<file path="src/rtl/fnvlp_pkg.sv">
// ----------------------------------------------------------------------------
// fnvlp_pkg
// Shared types and constants for the FNV-1a linear-probe glyph map.
// ----------------------------------------------------------------------------
package fnvlp_pkg;

	typedef enum logic [2:0] {
		ST_FOUND     = 3'd0,
		ST_INSERTED  = 3'd1,
		ST_NOT_FOUND = 3'd2,
		ST_FULL      = 3'd3,
		ST_KEY_ZERO  = 3'd4
	} status_t;

	localparam logic OP_LOOKUP = 1'b0;
	localparam logic OP_STORE  = 1'b1;

	localparam logic [31:0] FNV_OFFSET     = 32'h811C_9DC5;
	localparam logic [31:0] FNV_PRIME      = 32'h0100_0193;
	localparam logic [8:0]  LOAD_LIMIT_RST = 9'd192;

	// texture id in the low half, advance in the high half
	typedef struct packed {
		logic [31:0] advance;
		logic [31:0] texture_id;
	} id_adv_t;

	// width, height, bearing x, bearing y from the low bits up
	typedef struct packed {
		logic signed [15:0] bearing_y;
		logic signed [15:0] bearing_x;
		logic        [15:0] height;
		logic        [15:0] width;
	} geom_t;

	typedef struct packed {
		logic        key_wr;
		logic        rec_wr;
		logic [31:0] key;
		id_adv_t     ia;
		geom_t       geom;
	} store_wr_t;

endpackage

</file>
<file path="src/rtl/fnvlp_hash.sv">
// ----------------------------------------------------------------------------
// fnvlp_hash
// Multicycle FNV-1a over the four key bytes, then reduction to a home slot.
// ----------------------------------------------------------------------------
module fnvlp_hash
	import fnvlp_pkg::*;
#(
	parameter int CAPACITY = 256
) (
	input  logic                          clk,
	input  logic                          arst_n,
	input  logic                          start,
	input  logic [31:0]                   key,
	output logic                          done,
	output logic [$clog2(CAPACITY)-1:0]   home
);

	localparam int         IDX_W = $clog2(CAPACITY);
	localparam bit         POW2  = (CAPACITY & (CAPACITY - 1)) == 0;
	localparam logic [IDX_W:0] CAP_R = (IDX_W + 1)'(CAPACITY);

	logic [31:0]      h_q;
	logic [31:0]      key_sh_q;
	logic [2:0]       step_q;
	logic             hash_busy_q;
	logic             mod_busy_q;
	logic             done_q;
	logic [IDX_W-1:0] rem_q;
	logic [IDX_W-1:0] rem_nxt;

	// four bits of restoring reduction per cycle
	always_comb begin
		logic [IDX_W:0] r;
		r = {1'b0, rem_q};
		for (int i = 0; i < 4; i++) begin
			r = {r[IDX_W-1:0], h_q[31-i]};
			if (r >= CAP_R)
				r = r - CAP_R;
		end
		rem_nxt = r[IDX_W-1:0];
	end

	always_ff @(posedge clk or negedge arst_n) begin
		if (!arst_n) begin
			hash_busy_q <= 1'b0;
			mod_busy_q  <= 1'b0;
			done_q      <= 1'b0;
			step_q      <= '0;
		end else begin
			done_q <= 1'b0;
			if (start) begin
				hash_busy_q <= 1'b1;
				step_q      <= '0;
			end else if (hash_busy_q) begin
				step_q <= step_q + 3'd1;
				if (step_q == 3'd3) begin
					hash_busy_q <= 1'b0;
					step_q      <= '0;
					if (POW2)
						done_q <= 1'b1;
					else
						mod_busy_q <= 1'b1;
				end
			end else if (mod_busy_q) begin
				step_q <= step_q + 3'd1;
				if (step_q == 3'd7) begin
					mod_busy_q <= 1'b0;
					done_q     <= 1'b1;
				end
			end
		end
	end

	always_ff @(posedge clk) begin
		if (start) begin
			h_q      <= FNV_OFFSET;
			key_sh_q <= key;
			rem_q    <= '0;
		end else if (hash_busy_q) begin
			h_q      <= (h_q ^ {24'd0, key_sh_q[7:0]}) * FNV_PRIME;
			key_sh_q <= {8'd0, key_sh_q[31:8]};
		end else if (mod_busy_q) begin
			h_q   <= {h_q[27:0], 4'd0};
			rem_q <= rem_nxt;
		end
	end

	assign done = done_q;
	assign home = POW2 ? h_q[IDX_W-1:0] : rem_q;

	a_done_pulse: assert property (@(posedge clk) disable iff (!arst_n)
		done_q |=> !done_q)
		else $error("hash done held longer than one cycle");

	a_busy_excl: assert property (@(posedge clk) disable iff (!arst_n)
		!(hash_busy_q && mod_busy_q))
		else $error("hash and reduction active together");

endmodule

</file>
<file path="config.mk">
export PLATFORM = sky130hd
export DESIGN_NAME = fnvlp_hash
export DESIGN_NICKNAME = d
export VERILOG_FILES = /design/src/rtl/fnvlp_pkg.sv /design/src/rtl/fnvlp_hash.sv
export SDC_FILE = /design/constraint.sdc
export NUM_CORES = 1
export LEC_CHECK = 0
export BUFFER_PORTS_ARGS = -buffer_cell sky130_fd_sc_hd__buf_4
export CAP_MARGIN = 20
export CORE_MARGIN = 1.5
export CORE_UTILIZATION = 55
export DETAILED_ROUTE_END_ITERATION = 8
export PLACE_DENSITY = 0.86
export SLEW_MARGIN = 0
export SYNTH_ARGS = -nofsm -noshare
export SYNTH_HDL_FRONTEND = slang
export SYNTH_SLANG_ARGS = --single-unit
</file>
<file path="constraint.sdc">
create_clock -name clk -period 4.17 [get_ports clk]
set_input_delay 0.834 -clock clk [delete_from_list [all_inputs] [get_ports clk]]
set_output_delay 0.834 -clock clk [all_outputs]
set_load 0.02 [all_outputs]
</file>
[Word-level counts from Yosys, hierarchy flattened]
Index checks and enable logic that the tools add are counted.
Word-level totals
  input bits: 35
  bits in registers: 70
  logic and storage cells: 35
  output and inout bits: 9
Operators by class
  equality and inequality tests: 2
  mux-type cells: 18
  multiply operators: 1
  bitwise operators: 3
  add/subtract/negate cells: 1
  reduce and logical (&&, ||, !) cells: 4
Operators with widths (count)
  two-way mux 32 bit: 4
  multiplier 32 x 25 -> 32 bit (second input constant): 1
  bitwise XOR 32 x 8 -> 32 bit: 1
  two-way mux 3 bit: 4
  two-way mux 1 bit: 10
  nonzero test 2 bit: 2
  adder 3 x 1 -> 3 bit (second input constant): 1
  == test 3 x 2 -> 1 bit (second input constant): 1
  == test 3 bit (second input constant): 1
  nonzero test 3 bit: 1
  inverter 1 bit: 2
  AND reduction 2 bit: 1

[Depth between registers and ports, before layout]
  depth in word-level cells: 5
  mapped depth: 11
  depth with buffers taken out: 11

[Worst setup path after synthesis]
No wires, ideal clock.
  kind: register -> register
  start: reg h_q[1]
  end: reg h_q[7]
  setup time: 75 ps
  path buffers: 0
  period minus slack after synthesis: 3019 ps
  arrival time: 2944 ps
  stages on the path, launching flop included: 11
  path slack: 1151 ps
  required time: 4095 ps
  path through: dfxtp_1 xor2_1 ha_1 ha_1 ha_1 ha_1 ha_1 ha_1 a21oi_4 xnor3_1 a31oi_1
Between the ends
  longest elaborated chain between the ends: 3
RTL lines
  start, declared: line fnvlp_hash.sv:22  | logic [31:0] h_q;
  start signal, assigned: line fnvlp_hash.sv:80  | h_q <= (h_q ^ {24'd0, key_sh_q[7:0]}) * FNV_PRIME;
  start signal, assigned: line fnvlp_hash.sv:83  | h_q <= {h_q[27:0], 4'd0};
  bitwise XOR 32 x 8 -> 32 bit: line fnvlp_hash.sv:80
  multiplier 32 x 25 -> 32 bit: line fnvlp_hash.sv:80
  two-way mux 32 bit: line fnvlp_hash.sv:79  | end else if (hash_busy_q) begin
Every way passes these cells.
A chain may end at the register's enable or synchronous reset.

[Worst setup path after layout]
  start: reg key_sh_q[1]
  end: reg h_q[7]
Between the ends
  longest elaborated chain between the ends: 3
RTL lines
  start, declared: line fnvlp_hash.sv:23  | logic [31:0] key_sh_q;
  start signal, assigned: line fnvlp_hash.sv:77  | key_sh_q <= key;
  start signal, assigned: line fnvlp_hash.sv:81  | key_sh_q <= {8'd0, key_sh_q[31:8]};
  bitwise XOR 32 x 8 -> 32 bit: line fnvlp_hash.sv:80
  multiplier 32 x 25 -> 32 bit: line fnvlp_hash.sv:80
  two-way mux 32 bit: line fnvlp_hash.sv:79
Every way passes these cells.

==> metrics.log <==
[metrics] status: finished, final reports clean
[metrics] maximum VDD drop: 452.8 uV
[metrics] capture point of the worst reg-to-reg path: h_q[7]$_SDFFE_PP1P_
[metrics] clock slew at the register clock pins of the worst setup and hold paths: 80 ps
[metrics] antenna diode count: 0
[metrics] hpwl dp: 3.060 mm
[metrics] minimum period implied by the final worst setup slack: 3115 ps
[metrics] post-CTS setup repair buffer count: 0
[metrics] Hold Buf Count CTS: 0
[metrics] maximum single-stage delay on the critical path: 420 ps
[metrics] reg-to-reg startpoint: key_sh_q[1]$_DFFE_PN_
[metrics] maximum fanout along the worst path: 3
[metrics] die area: 4873 um2
[metrics] core box area: 4324 um2
[metrics] Clock Latency Late Sink: 290 ps
[metrics] startpoint class of the critical path: flop
[metrics] library cell with the largest summed area after synthesis: sky130_fd_sc_hd__edfxtp_1
[metrics] total global-route track usage: 18.47%
[metrics] synthesized area per cell: 13.20 um2
[metrics] Max Cap Viol: 0
[metrics] category of cells accounting for the largest share of critical-path delay: adder cells
[metrics] setup repair after global routing missed its margin: no
[metrics] accumulated negative setup slack: 0 ps
[metrics] total of fill cells in the finished design: 335
[metrics] final non-filler cell area: 2910 um2
[metrics] class of the most critical setup path: reg -> reg
[metrics] Sequential Power Share: 31.4%
[metrics] # clock sinks: 46
[metrics] detailed-routing iteration count for the pre-antenna-repair pass: 4
[metrics] starting density of the core: 56.77%
[metrics] Final ANT Viol Nets: 0
[metrics] P_leak: 0.001279 uW
[metrics] final net count: 286
[metrics] number of buffers inserted during clock tree synthesis: 5
[metrics] I/O pins: 44
[metrics] CTS resizes: 0
[metrics] routed len/inst: 14.81 um
[metrics] leading cell type in the layout, fill and taps excluded: sky130_fd_sc_hd__buf_4
[metrics] clock share of power: 13.1%
[metrics] post-place instance area: 2820 um2
[metrics] slack of the critical path: 1055 ps
[metrics] die span in y: 69.81 um
[metrics] clock tree root driver cell: sky130_fd_sc_hd__clkbuf_8
[metrics] floorplan row count: 24
[metrics] number of remaining DRC errors: 0
[metrics] transition at the pin with the smallest max-transition slack: 634.3 ps
[metrics] via density per instance: 5.255
[metrics] Comb power frac: 55.6%
[metrics] synth unique cells: 32
[metrics] top achievable clock speed: 0.3211 GHz
[metrics] share of the clock period used by the worst path: 74.69%
[metrics] cell breakdown of the critical path: xor2_1 -> ha_1 -> ha_1 -> ha_1 -> ha_1 -> ha_1 -> ha_1 -> a21oi_4 -> xnor3_1 -> a31oi_1
[metrics] internal power consumption: 1340 uW
[metrics] Vias: 1482
[metrics] sequential share of the synthesized area: 51.78%
[metrics] Min Hold Slack: 327.6 ps
[metrics] max-slew violation count: 0
[metrics] depth of the CTS H-tree: 2
[metrics] required time reported for the critical path endpoint: 4380 ps
[metrics] pre-CTS setup slack: 1081 ps
[metrics] growth of design area from synthesis to finish: 18.55%
[metrics] CP most frequent cell: sky130_fd_sc_hd__ha_1
[metrics] net count after synthesis: 243
[metrics] layout cells sized above 1: 34.35%
[metrics] initial antenna violation count: 0
[metrics] Critical Path Slowest Stage Cell: sky130_fd_sc_hd__edfxtp_1
[metrics] number of buffers and inverters on the critical path: 0
[metrics] count of mapped cells out of synthesis: 186
[metrics] number of hold violations in the final report: 0
[metrics] largest net degree at the start of global routing: 44
[metrics] netlist area before placement: 2455 um2
[metrics] Crit. End Element: flop
[metrics] Bufs on Longest Clock Path: 2
[metrics] Synth top area share: 39.14%
[metrics] Final setup violation count: 0
[metrics] Worst Clk Skew: 6.011 ps
[metrics] headroom to the max-slew limit: 57.71%
[metrics] timing startpoint of the critical path: key_sh_q[1]$_DFFE_PN_
[metrics] number of global-route vias before repair: 1515
[metrics] remaining global-route overflow: 0
[metrics] routed wire length: 4.176 mm
[metrics] number of I/O port buffers: 43
[metrics] path class of the lowest-slack min-delay path: in -> async
[metrics] arrival time reported for the critical path endpoint: 3330 ps
[metrics] Initial DRC Count: 44
[metrics] Net Sw Power: 748.6 uW
[metrics] most frequent cells in the layout: sky130_fd_sc_hd__buf_4, sky130_fd_sc_hd__edfxtp_1, sky130_fd_sc_hd__mux2_2
[metrics] die width: 69.81 um
[metrics] register bit count reported by yosys: 46
[metrics] clock tree from TritonCTS: done
[metrics] net switching share of the total power: 35.84%
[metrics] Area contributors post-synth: sky130_fd_sc_hd__edfxtp_1, sky130_fd_sc_hd__mux2_2, sky130_fd_sc_hd__ha_1
[metrics] reg-to-reg slack, setup: 1060 ps
[metrics] Routability Congestion: 0.8609
[metrics] Yosys Warn Count: 0
[metrics] Power Density: 717.7 nW/um2
[metrics] reg2reg path depth: 10
[metrics] global-route wire length before repair: 6.906 mm
worst max path at each step:
| stage | endpoint | slack, ps | cells past startpoint |
|---|---|---|---|
| 5_1_grt | h_q[7]$_SDFFE_PP1P_ | 940 | 10 |
| 3_3_place_gp | h_q[7]$_SDFFE_PP1P_ | 1150 | 10 |
| 4_1_cts | h_q[7]$_SDFFE_PP1P_ | 1060 | 10 |
| 3_5_place_dp | h_q[7]$_SDFFE_PP1P_ | 1080 | 10 |
| 2_1_floorplan | h_q[7]$_SDFFE_PP1P_ | 1150 | 10 |
| 6_report | h_q[7]$_SDFFE_PP1P_ | 1060 | 10 |
cell type report:
cell class	count	area (um2)	area share, %
sequential	46	1271	43.68
multi-input combinational	122	1116	38.35
timing repair buffer	44	330.3	11.35
clock buffer	8	90.09	3.095
tap	52	65.06	2.236
inverter	10	37.54	1.290
cell usage after synthesis:
library cell                n
sky130_fd_sc_hd__a22oi_1    1
sky130_fd_sc_hd__o21a_1     1
sky130_fd_sc_hd__o21ai_0    4
sky130_fd_sc_hd__xor2_2     1
sky130_fd_sc_hd__fa_1       1
sky130_fd_sc_hd__o22a_1     1
sky130_fd_sc_hd__xnor3_1    1
sky130_fd_sc_hd__mux2i_1    2
sky130_fd_sc_hd__or3_1      1
sky130_fd_sc_hd__xnor2_1   10
sky130_fd_sc_hd__dfxtp_1    8
sky130_fd_sc_hd__clkbuf_1   7
sky130_fd_sc_hd__nand2_1    4
sky130_fd_sc_hd__ha_1      21
sky130_fd_sc_hd__xor2_4     1
sky130_fd_sc_hd__a21o_1     2
sky130_fd_sc_hd__and2_2     1
sky130_fd_sc_hd__nor2_1     7
sky130_fd_sc_hd__nor3_1     1
sky130_fd_sc_hd__edfxtp_1  32
sky130_fd_sc_hd__xor2_1     7
sky130_fd_sc_hd__a21oi_1    7
sky130_fd_sc_hd__a21oi_4    1
sky130_fd_sc_hd__dfrtp_1    6
sky130_fd_sc_hd__buf_1      1
sky130_fd_sc_hd__inv_1     10
sky130_fd_sc_hd__nor3b_1    2
sky130_fd_sc_hd__mux2_2    25
sky130_fd_sc_hd__a211oi_1   5
sky130_fd_sc_hd__a31oi_1    3
sky130_fd_sc_hd__and2_1     8
sky130_fd_sc_hd__nor2b_1    4
cells by family after synthesis:
family,after synthesis,share of synthesized area [%]
muxes,27,12.28
and+or+nand+nor,28,6.116
AOI/OAI and AO/OA,25,6.779
xor gates and xnor gates,20,8.767
buffers and inverters,18,2.753
DFF,46,51.78
adders and majority gates,22,11.52
power by group through the flow:
stage / logic (uW) / registers (uW) / clock network (uW)
5_1_grt: 1310 / 666 / 296
3_3_place_gp: 1140 / 663 / 0
4_1_cts: 1180 / 656 / 281
6_report: 1160 / 655 / 273
3_5_place_dp: 1170 / 666 / 0
2_1_floorplan: 889 / 676 / 0
state kept, by name, summed over array words and instances (netlist names):
name / cells
hash_busy_q: 1
h_q: 8
done: 1
key_sh_q: 32
step_q: 3
mod_busy_q: 1
routing by layer:
layer / wire length [um] / track usage, % / up-vias / share of wire (%)
met3: 224 / 5.523 / 5 / 5.4
met2: 2090 / 31.96 / 40 / 50
li1: - / - / 746 / -
met1: 1821 / 21.84 / 691 / 44
met4: 40 / 6.410 / 0 / 0.96
met5: 0 / 0 / - / 0
through the flow:
stage          cells  utilization [%]  total power [uW]
2_1_floorplan    186                -              1566
3_3_place_gp     274            65.22              1807
3_5_place_dp     274            65.22              1835
4_1_cts          282            67.30              2114
5_1_grt          282            67.30              2268
6_report         282            67.30              2089
worst reg2reg max path, stage by stage (launching register included):
cell,delay (ps)
sky130_fd_sc_hd__edfxtp_1,420
sky130_fd_sc_hd__xor2_1,200
sky130_fd_sc_hd__ha_1,200
sky130_fd_sc_hd__ha_1,290
sky130_fd_sc_hd__ha_1,310
sky130_fd_sc_hd__ha_1,300
sky130_fd_sc_hd__ha_1,290
sky130_fd_sc_hd__ha_1,350
sky130_fd_sc_hd__a21oi_4,130
sky130_fd_sc_hd__xnor3_1,380
sky130_fd_sc_hd__a31oi_1,170
No activity file was read; power rests on OpenSTA's default activity.
